[config.mk]
export PLATFORM = sky130hd
export DESIGN_NAME = half_period_trainer_sync_unit_flat
export DESIGN_NICKNAME = d
export VERILOG_FILES = /design/src/sv/hpts_pkg.sv /design/src/sv/hpts_if.sv /design/src/sv/half_period_trainer_sync_unit.sv /design/src/sv/hpts_store.sv /design/src/flat_wrapper.sv
export SDC_FILE = /design/constraint.sdc
export NUM_CORES = 2
export LEC_CHECK = 0
export ABC_AREA = 1
export BUFFER_PORTS_ARGS = -buffer_cell sky130_fd_sc_hd__clkbuf_2
export CAP_MARGIN = 20
export CORE_AREA = 2 2 296 298
export DETAILED_ROUTE_END_ITERATION = 12
export DIE_AREA = 0 0 298 300
export GPL_TIMING_DRIVEN = 0
export PLACE_DENSITY = 0.82
export SETUP_SLACK_MARGIN = 0.5
export SLEW_MARGIN = 20
export SYNTH_ARGS = -nofsm -noshare
export SYNTH_HDL_FRONTEND = slang
export SYNTH_SLANG_ARGS = --single-unit
[constraint.sdc]
create_clock -name clk -period 5.35 [get_ports clk]
set_input_delay 0 -clock clk [delete_from_list [all_inputs] [get_ports clk]]
set_output_delay 0 -clock clk [all_outputs]
set_load 0.05 [all_outputs]
[src/sv/hpts_pkg.sv]
// Package for the half-period trainer/sync unit: widths, reset values, config indices, phase codes, channel structs.
// No dependencies.
package hpts_pkg;
    localparam int TRAINING_DEPTH_DEF = 16;
    localparam logic [9:0]  THRESH_RST = 10'd716;
    localparam logic [15:0] HMIN_RST = 16'h1000;
    localparam logic [15:0] HMAX_RST = 16'h3000;
    localparam logic [15:0] LMIN_RST = 16'h7000;
    localparam logic [15:0] LMAX_RST = 16'h9000;
    localparam logic [15:0] TIMER_MAX = 16'hffff;
    localparam logic [2:0] CFG_THRESH = 3'd0;
    localparam logic [2:0] CFG_HMIN = 3'd1;
    localparam logic [2:0] CFG_HMAX = 3'd2;
    localparam logic [2:0] CFG_LMIN = 3'd3;
    localparam logic [2:0] CFG_LMAX = 3'd4;
    localparam logic [1:0] PH_IDLE = 2'd0;
    localparam logic [1:0] PH_TRAIN = 2'd1;
    localparam logic [1:0] PH_SYNC = 2'd2;
    typedef struct packed {
        logic [9:0] sample;
        logic [9:0] ticks_elapsed;
    } in_item_t;
    typedef struct packed {
        logic [1:0]  phase;
        logic        level;
        logic        edge_res;
        logic [15:0] high_length;
        logic [15:0] low_length;
        logic        sync_loaded;
        logic        timer_wrapped;
    } out_item_t;
    typedef struct packed {
        logic        start;
        logic [15:0] lo;
        logic [15:0] hi;
    } tm_req_t;
endpackage

[src/sv/hpts_if.sv]
// Valid/ready channel interfaces for the trainer/sync unit.
// Depends on hpts_pkg.
interface hpts_in_if;
    logic valid;
    logic ready;
    hpts_pkg::in_item_t data;
    modport source (output valid, output data, input ready);
    modport sink (input valid, input data, output ready);
endinterface

interface hpts_out_if;
    logic valid;
    logic ready;
    hpts_pkg::out_item_t data;
    modport source (output valid, output data, input ready);
    modport sink (input valid, input data, output ready);
endinterface

[src/sv/half_period_trainer_sync_unit.sv]
// Half-period trainer and sync unit.
// Request in: sample + ticks_elapsed; one result request out per input.
// Configuration by index/data write port; the user must write it only while idle (not enforced).
// An item without a completing training edge passes through S_IN, S_WAIT and S_OUT.
// The edge that fills a training store runs the trimmed mean:
// two passes over the store memory, one entry read per cycle, while the
// item waits in S_WAIT before its result goes to the output register.
// One item is in flight at a time; the result sits in an output register
// until taken, and in.ready is low until it is taken.
// Reset clears phase, level, timer, counts and averages and loads the
// register reset values. Store contents are undefined until written.
// Receiver stall holds the result and blocks further input.
module half_period_trainer_sync_unit #(
    parameter int TRAINING_DEPTH = hpts_pkg::TRAINING_DEPTH_DEF
) (
    input  logic        clk,
    input  logic        rst_n,
    hpts_in_if.sink     in_ch,
    hpts_out_if.source  out_ch,
    input  logic        cfg_we,
    input  logic [2:0]  cfg_index,
    input  logic [15:0] cfg_data
);
    localparam int AW = $clog2(TRAINING_DEPTH);

    typedef enum logic [1:0] {S_IN, S_WAIT, S_OUT} state_t;

    logic [9:0]  thresh_reg;
    logic [15:0] hmin_reg, hmax_reg, lmin_reg, lmax_reg;
    state_t      state_reg;
    logic [1:0]  phase_reg;
    logic        level_reg, running_reg;
    logic [15:0] timer_reg, havg_reg, lavg_reg;
    logic [AW:0] hcnt_reg, lcnt_reg;
    logic [14:0] offs_reg;
    logic        wait_h_reg, wait_l_reg;
    logic        edge_reg, loaded_reg, wrap_reg;
    hpts_pkg::out_item_t out_reg;

    logic [16:0] tsum;
    logic [15:0] tnow;
    logic        lvl, edg, hwr, lwr, hlast, llast;
    hpts_pkg::tm_req_t hreq, lreq;
    logic        hdone, ldone;
    logic [15:0] hres, lres;
    logic [AW:0] hcnt_n, lcnt_n;

    assign tsum = {1'b0, timer_reg} + 17'(in_ch.data.ticks_elapsed);
    assign tnow = running_reg ? tsum[15:0] : timer_reg;
    assign lvl = in_ch.data.sample > thresh_reg;
    assign edg = lvl != level_reg;
    assign hwr = in_ch.valid && state_reg == S_IN && edg && phase_reg == hpts_pkg::PH_TRAIN
                 && !lvl && hcnt_reg != (AW+1)'(TRAINING_DEPTH);
    assign lwr = in_ch.valid && state_reg == S_IN && edg && phase_reg == hpts_pkg::PH_TRAIN
                 && lvl && lcnt_reg != (AW+1)'(TRAINING_DEPTH);
    assign hlast = hcnt_reg == (AW+1)'(TRAINING_DEPTH - 1);
    assign llast = lcnt_reg == (AW+1)'(TRAINING_DEPTH - 1);
    assign hcnt_n = hcnt_reg + (AW+1)'(hwr);
    assign lcnt_n = lcnt_reg + (AW+1)'(lwr);
    assign hreq = '{start: hwr && hlast, lo: hmin_reg, hi: hmax_reg};
    assign lreq = '{start: lwr && llast, lo: lmin_reg, hi: lmax_reg};

    hpts_store #(.DEPTH(TRAINING_DEPTH)) u_hstore (
        .clk(clk), .rst_n(rst_n), .wr_en(hwr), .wr_addr(hcnt_reg[AW-1:0]),
        .wr_data(tnow), .req(hreq), .done(hdone), .avg(hres));
    hpts_store #(.DEPTH(TRAINING_DEPTH)) u_lstore (
        .clk(clk), .rst_n(rst_n), .wr_en(lwr), .wr_addr(lcnt_reg[AW-1:0]),
        .wr_data(tnow), .req(lreq), .done(ldone), .avg(lres));

    assign in_ch.ready = state_reg == S_IN;
    assign out_ch.valid = state_reg == S_OUT;
    assign out_ch.data = out_reg;

    always_ff @(posedge clk or negedge rst_n)
    begin
        if (!rst_n)
        begin
            thresh_reg <= hpts_pkg::THRESH_RST;
            hmin_reg <= hpts_pkg::HMIN_RST;
            hmax_reg <= hpts_pkg::HMAX_RST;
            lmin_reg <= hpts_pkg::LMIN_RST;
            lmax_reg <= hpts_pkg::LMAX_RST;
        end
        else if (cfg_we)
        begin
            case (cfg_index)
                hpts_pkg::CFG_THRESH: thresh_reg <= cfg_data[9:0];
                hpts_pkg::CFG_HMIN: hmin_reg <= cfg_data;
                hpts_pkg::CFG_HMAX: hmax_reg <= cfg_data;
                hpts_pkg::CFG_LMIN: lmin_reg <= cfg_data;
                hpts_pkg::CFG_LMAX: lmax_reg <= cfg_data;
                default: ;
            endcase
        end
    end

    always_ff @(posedge clk or negedge rst_n)
    begin
        if (!rst_n)
        begin
            state_reg <= S_IN;
            phase_reg <= hpts_pkg::PH_IDLE;
            level_reg <= 1'b0;
            running_reg <= 1'b0;
            timer_reg <= '0;
            havg_reg <= '0;
            lavg_reg <= '0;
            hcnt_reg <= '0;
            lcnt_reg <= '0;
            offs_reg <= '0;
            wait_h_reg <= 1'b0;
            wait_l_reg <= 1'b0;
            edge_reg <= 1'b0;
            loaded_reg <= 1'b0;
            wrap_reg <= 1'b0;
            out_reg <= '0;
        end
        else
        begin
            case (state_reg)
                S_IN:
                begin
                    if (in_ch.valid)
                    begin
                        edge_reg <= edg;
                        wrap_reg <= running_reg && tsum[16];
                        loaded_reg <= 1'b0;
                        timer_reg <= tnow;
                        wait_h_reg <= hwr && hlast;
                        wait_l_reg <= lwr && llast;
                        hcnt_reg <= hcnt_n;
                        lcnt_reg <= lcnt_n;
                        if (hwr)
                            havg_reg <= tnow;
                        if (lwr)
                            lavg_reg <= tnow;
                        if (edg)
                        begin
                            level_reg <= lvl;
                            if (phase_reg == hpts_pkg::PH_SYNC && !lvl)
                            begin
                                timer_reg <= hpts_pkg::TIMER_MAX - {1'b0, offs_reg};
                                running_reg <= 1'b1;
                                loaded_reg <= 1'b1;
                            end
                            else if (phase_reg == hpts_pkg::PH_IDLE)
                            begin
                                timer_reg <= '0;
                                running_reg <= 1'b1;
                                phase_reg <= hpts_pkg::PH_TRAIN;
                            end
                            else if (phase_reg == hpts_pkg::PH_TRAIN)
                                timer_reg <= '0;
                        end
                        state_reg <= S_WAIT;
                    end
                end
                S_WAIT:
                begin
                    if (hdone)
                    begin
                        havg_reg <= hres;
                        wait_h_reg <= 1'b0;
                    end
                    if (ldone)
                    begin
                        lavg_reg <= lres;
                        wait_l_reg <= 1'b0;
                    end
                    if (!wait_h_reg && !wait_l_reg)
                    begin
                        if (phase_reg == hpts_pkg::PH_TRAIN && edge_reg
                            && hcnt_reg == (AW+1)'(TRAINING_DEPTH)
                            && lcnt_reg == (AW+1)'(TRAINING_DEPTH))
                        begin
                            phase_reg <= hpts_pkg::PH_SYNC;
                            running_reg <= 1'b0;
                            timer_reg <= '0;
                            offs_reg <= lavg_reg[15:1];
                            out_reg.phase <= hpts_pkg::PH_SYNC;
                        end
                        else
                            out_reg.phase <= phase_reg;
                        out_reg.level <= level_reg;
                        out_reg.edge_res <= edge_reg;
                        out_reg.high_length <= havg_reg;
                        out_reg.low_length <= lavg_reg;
                        out_reg.sync_loaded <= loaded_reg;
                        out_reg.timer_wrapped <= wrap_reg;
                        state_reg <= S_OUT;
                    end
                end
                S_OUT:
                begin
                    if (out_ch.ready)
                        state_reg <= S_IN;
                end
                default: state_reg <= S_IN;
            endcase
        end
    end

    a_one_in_flight: assert property (@(posedge clk) disable iff (!rst_n)
        (in_ch.valid && in_ch.ready) |=> !in_ch.ready)
        else $error("input taken while item in flight");
    a_no_phase_back: assert property (@(posedge clk) disable iff (!rst_n)
        ($past(phase_reg) == hpts_pkg::PH_SYNC) |-> (phase_reg == hpts_pkg::PH_SYNC))
        else $error("phase left sync mode");
    a_cnt_bound: assert property (@(posedge clk) disable iff (!rst_n)
        (hcnt_reg <= (AW+1)'(TRAINING_DEPTH)) && (lcnt_reg <= (AW+1)'(TRAINING_DEPTH)))
        else $error("training count overflow");
endmodule

[src/sv/hpts_store.sv]
// Training store memory with trimmed-mean sequencer (two passes over the entries).
// Depends on hpts_pkg.
module hpts_store #(
    parameter int DEPTH = hpts_pkg::TRAINING_DEPTH_DEF
) (
    input  logic                     clk,
    input  logic                     rst_n,
    input  logic                     wr_en,
    input  logic [$clog2(DEPTH)-1:0] wr_addr,
    input  logic [15:0]              wr_data,
    input  hpts_pkg::tm_req_t        req,
    output logic                     done,
    output logic [15:0]              avg
);
    localparam int AW = $clog2(DEPTH);
    localparam int SW = 16 + AW + 1;

    typedef enum logic [1:0] {S_IDLE, S_P1, S_P2, S_FIN} state_t;

    logic [15:0] mem [DEPTH];
    logic [15:0] rd_data_reg;
    state_t      state_reg;
    logic [AW:0] idx_reg;
    logic        rv_reg;
    logic [AW-1:0] ridx_reg;
    logic        any_reg;
    logic [15:0] maxv_reg, minv_reg, last_reg, lo_reg, hi_reg;
    logic [AW-1:0] maxi_reg, mini_reg;
    logic [AW:0] drop_reg;
    logic [SW-1:0] sum_reg;
    logic [SW-1:0] pad;
    logic        vok;

    assign vok = !(rd_data_reg < lo_reg || rd_data_reg > hi_reg);
    assign pad = SW'(drop_reg) * SW'(last_reg);

    always_ff @(posedge clk)
    begin
        if (wr_en)
            mem[wr_addr] <= wr_data;
        rd_data_reg <= mem[idx_reg[AW-1:0]];
    end

    always_ff @(posedge clk or negedge rst_n)
    begin
        if (!rst_n)
        begin
            state_reg <= S_IDLE;
            idx_reg <= '0;
            rv_reg <= 1'b0;
            done <= 1'b0;
        end
        else
        begin
            done <= 1'b0;
            case (state_reg)
                S_IDLE:
                begin
                    rv_reg <= 1'b0;
                    if (req.start)
                    begin
                        state_reg <= S_P1;
                        idx_reg <= '0;
                        any_reg <= 1'b0;
                        lo_reg <= req.lo;
                        hi_reg <= req.hi;
                    end
                end
                S_P1, S_P2:
                begin
                    if (idx_reg != (AW+1)'(DEPTH))
                    begin
                        idx_reg <= idx_reg + 1'b1;
                        rv_reg <= 1'b1;
                        ridx_reg <= idx_reg[AW-1:0];
                    end
                    else
                        rv_reg <= 1'b0;
                    if (rv_reg && state_reg == S_P1 && vok)
                    begin
                        if (!any_reg || rd_data_reg > maxv_reg)
                        begin
                            maxv_reg <= rd_data_reg;
                            maxi_reg <= ridx_reg;
                        end
                        if (!any_reg || rd_data_reg < minv_reg)
                        begin
                            minv_reg <= rd_data_reg;
                            mini_reg <= ridx_reg;
                        end
                        any_reg <= 1'b1;
                        last_reg <= rd_data_reg;
                    end
                    if (rv_reg && state_reg == S_P2)
                    begin
                        if (!vok || ridx_reg == maxi_reg || ridx_reg == mini_reg)
                            drop_reg <= drop_reg + 1'b1;
                        else
                            sum_reg <= sum_reg + SW'(rd_data_reg);
                    end
                    if (rv_reg && ridx_reg == AW'(DEPTH - 1))
                    begin
                        rv_reg <= 1'b0;
                        if (state_reg == S_P1)
                        begin
                            state_reg <= S_P2;
                            idx_reg <= '0;
                            drop_reg <= '0;
                            sum_reg <= '0;
                        end
                        else
                            state_reg <= S_FIN;
                    end
                end
                S_FIN:
                begin
                    if (!any_reg)
                        avg <= '0;
                    else
                        avg <= 16'((sum_reg + pad) >> AW);
                    done <= 1'b1;
                    state_reg <= S_IDLE;
                end
                default: state_reg <= S_IDLE;
            endcase
        end
    end
endmodule
[src/flat_wrapper.sv]
// flat-port wrapper written by rule: the top's interface ports become plain ports
module half_period_trainer_sync_unit_flat 
#(
    parameter int TRAINING_DEPTH = hpts_pkg::TRAINING_DEPTH_DEF
)
  (clk, rst_n, cfg_we, cfg_index, cfg_data, in_ch_valid, in_ch_data, in_ch_ready, out_ch_valid, out_ch_data, out_ch_ready);
  hpts_in_if in_ch_i ();
  hpts_out_if out_ch_i ();
  input  logic clk;
  input  logic rst_n;
  input  logic cfg_we;
  input  logic [2:0] cfg_index;
  input  logic [15:0] cfg_data;
  input wire logic [$bits(in_ch_i.valid)-1:0] in_ch_valid;
  input wire logic [$bits(in_ch_i.data)-1:0] in_ch_data;
  output wire logic [$bits(in_ch_i.ready)-1:0] in_ch_ready;
  output wire logic [$bits(out_ch_i.valid)-1:0] out_ch_valid;
  output wire logic [$bits(out_ch_i.data)-1:0] out_ch_data;
  input wire logic [$bits(out_ch_i.ready)-1:0] out_ch_ready;
  assign in_ch_i.valid = in_ch_valid;
  assign in_ch_i.data = in_ch_data;
  assign in_ch_ready = in_ch_i.ready;
  assign out_ch_valid = out_ch_i.valid;
  assign out_ch_data = out_ch_i.data;
  assign out_ch_i.ready = out_ch_ready;
  half_period_trainer_sync_unit #(.TRAINING_DEPTH(TRAINING_DEPTH)) u_core (.clk(clk), .rst_n(rst_n), .in_ch(in_ch_i), .out_ch(out_ch_i), .cfg_we(cfg_we), .cfg_index(cfg_index), .cfg_data(cfg_data));
endmodule
==> results.md <==
* Inst Count DP at 6349
* Clk Latency, worst-skew pair at 0.70 ns
* Worst r2r path cells at 18
* Initial antenna violation count at 6
* Post-DR wirelength/cell at 21.5 um
* Final hold vios at 0
* TritonCTS clock tree: done
* Cell count after synthesis at 5070
* Final ANT Viol Nets at 0
* Worst-path clk slew at 0.07 ns
* Drt total wl at 141000 um
* Maximum VDD drop at 0.389 mV
* GR Overflow Total at 0
* Switching power at 9.54 mW
* Slew HR at 32.0%
* Fin. max-slew vios at 0
* Final setup viols at 0
* Sequential share of the synthesized area at 57.5%
* Max_cap viols at 0
* Clock buffer depth at 3
* PwrDens at 449 nW/um2
* Die footprint at 89400 um2
* Die H at 300 um
* Post-CTS Setup Bufs at 0
* Yosys reg bits at 1026
* Syn nets at 5477
* WHS Path Cells at 4
* LEAKAGE at 25.0 nW
* Core Util, Final at 66.8%
* Worst path required time at 5.78 ns
* Finished Cell Area at 57600 um2
* Layout Nets at 5733
* CTS root buf: clkbuf_16
* Die X at 298 um
* DP HPWL at 98400 um
* Pre-Repair DR Iteration Count at 8
* Crit. End Element: flip-flop
* Antenna cell count at 0
* Initial Utilization at 59.4%
* DR iter-0 viols at 5419
* Clock power share at 27.4%
* Vias at 39000
* Share of cells above drive strength 1 at 7.87%
* I/O pins at 84
* CTS H-Tree Depth at 3
* Largest net degree at the start of global routing at 89
* Status: complete, no violations
* Clk sinks at 1026
* Worst Tran Pin Value at 1.02 ns
* Vias in the first global route at 38500
* Clock Skews at 0.0445 ns
* Fmax at 213 MHz
* Cell area after placement at 53900 um2
* Minimum clock period at 4.70 ns
* Synth unique cells at 56
* Total track usage at 31.5%
* Layout Cells excl Fill at 6565
* RSZ-0062 raised after global routing: true
* Routability cong. at 0.923
* Setup TNS Final at 0 ns
* Core footprint at 86200 um2
* Seq pwr share at 41.3%
* Internal power at 16.3 mW
* Logic gate share of total power at 31.3%
* CTS Buf Count at 98
* CP arrival at 5.13 ns
* CP startpoint kind: flip-flop
* Area growth syn-to-layout at 12.5%
* Drt drc at 0
* First-pass GRT wire length at 216000 um
* Switching Fraction at 36.9%
* Period Utilization, post-route at 87.9%
* Kind of critical path: reg -> reg
* Hold Path Class: in -> reg
* IO buf count at 83
* # rows at 108
* Worst-path fanout max at 10
* Syn_area_per_cell at 10.1 um2
* Post-Syn Area at 51200 um2
* YS warnings at 0
* Via density per instance at 5.95
what timing repair did:
action                     CTS  global route
hold buffers                30             0
setup endpoints to repair    1            10
gates resized for setup      1            13
hold endpoints to repair   280             0
synthesized netlist by cell type (all sizes together):
cell type / number / share of area, %
nand4: 23 / 0.32
xor2: 38 / 0.65
o31ai: 3 / 0.044
a31oi: 3 / 0.037
o22ai: 74 / 0.92
clkbuf: 136 / 1.0
o21bai: 5 / 0.081
or2: 7 / 0.086
a21oi: 199 / 1.9
mux2i: 1 / 0.020
xnor2: 31 / 0.53
a21o: 12 / 0.18
nor2: 525 / 3.9
a22oi: 1 / 0.015
dfstp: 13 / 0.67
fa: 121 / 4.7
a211oi: 3 / 0.044
o221ai: 56 / 0.96
edfxtp: 780 / 46
nor4: 3 / 0.037
buf: 46 / 0.45
ha: 242 / 5.9
nand3b: 8 / 0.12
clkinv: 1 / 0.0073
o21a: 10 / 0.15
o211ai: 16 / 0.23
dfrtp: 201 / 9.8
inv: 642 / 4.7
nor3b: 1 / 0.015
o21ai: 471 / 4.6
and3: 5 / 0.061
a21boi: 4 / 0.059
o2111ai: 1 / 0.017
nand2: 1110 / 8.2
and2: 4 / 0.049
dfxtp: 32 / 1.3
nor4b: 1 / 0.017
nor3: 28 / 0.29
nand3: 213 / 2.1
layer usage:
metal | global-route usage (%) | wire (um) | up-vias
met4 | 17.0 | 8690 | 4
met2 | 50.3 | 65200 | 2436
met1 | 40.1 | 51300 | 18600
met5 | 0 | 19 | -
li1 | - | - | 17500
met3 | 7.45 | 15900 | 479
cell usage in the layout, fill, tap and decap left out, types with 17 or more instances in the layout:
cell,instances
o22ai_1,73
clkbuf_2,91
dlygate4sd3_1,29
dfxtp_1,32
edfxtp_1,780
xor2_1,37
buf_2,23
dfrtp_1,201
xnor2_1,31
nand4_1,21
clkbuf_1,150
o221ai_1,56
nor2_2,44
nor3_1,24
fa_1,121
clkbuf_16,101
nand3_1,210
inv_1,633
nand2_1,1098
ha_1,242
a21oi_1,198
o21ai_1,17
o21ai_0,446
nor2_1,479
area by class of cell:
cell class,count,area [um2]
clock buffer,135,2800
sequential,1026,29400
inverter,643,2410
multi-input combinational,3219,18800
buffer,182,753
timing repair buffer,156,1430
tap,1155,1450
clock inverter,49,531
fill,6108,28600
logic make-up after synthesis:
kind of cell               synth area share [%]
AOI/OAI and AO/OA                          9.31
adders and majority gates                  10.6
buffers and inverters                      6.16
xor gates and xnor gates                   1.18
muxes                                    0.0195
DFF                                        57.5
and+or+nand+nor                            15.2
per-stage QoR:
| step | setup WS (ns) | total power [mW] | hold slack, ns |
|---|---|---|---|
| 2_1_floorplan | 1.03 | 15.5 | -0.296 |
| 3_3_place_gp | -3.74 | 18.0 | 0.198 |
| 3_5_place_dp | 0.550 | 18.6 | -0.0278 |
| 4_1_cts | 0.519 | 25.6 | 0.0324 |
| 5_1_grt | 0.463 | 27.0 | 0.0307 |
| 6_report | 0.649 | 25.9 | 0.0554 |
power by group through the flow:
stage	Clock [mW]	Sequential, mW	Combinational [mW]
after floorplan	0	10.8	4.70
after global placement	0	10.9	7.10
after detailed placement	0	10.8	7.76
after CTS	7.12	10.7	7.87
after global routing	7.42	10.7	8.81
final	7.10	10.7	8.09
critical path, stage by stage, from the launching register on:
cell,delay (ns)
edfxtp_1,0.32
clkbuf_1,0.38
clkbuf_2,0.34
nand2_1,0.12
fa_1,0.50
fa_1,0.55
fa_1,0.57
inv_1,0.05
ha_1,0.36
nand2_1,0.09
inv_1,0.04
o21ai_0,0.23
nand2_1,0.08
nand2_1,0.07
o2111ai_1,0.21
a21boi_0,0.32
nand2_1,0.08
nand2_1,0.06
nor2_1,0.08
path summary, 6_finish.rpt:
path	startpoint	end	slack [ns]
max	u_core.u_hstore.drop_reg[3]$_DFFE_PP_	u_core.u_hstore.avg[11]$_SDFFCE_PN0P_	0.65
min	in_ch_data[0]	u_core.u_lstore.mem[8][0]$_DFFE_PP_	0.06
max reg2reg	u_core.u_hstore.drop_reg[3]$_DFFE_PP_	u_core.u_hstore.avg[11]$_SDFFCE_PN0P_	0.65
min reg2reg	u_core.hmin_reg[11]$_DFFE_PN0P_	u_core.u_hstore.lo_reg[11]$_DFFE_PP_	0.45
max in group asynchronous	rst_n	u_core.thresh_reg[3]$_DFFE_PN1P_	4.40
min in group asynchronous	rst_n	u_core.out_ch.data[28]$_DFFE_PN0P_	0.46
No activity file was read; power rests on OpenSTA's default activity.
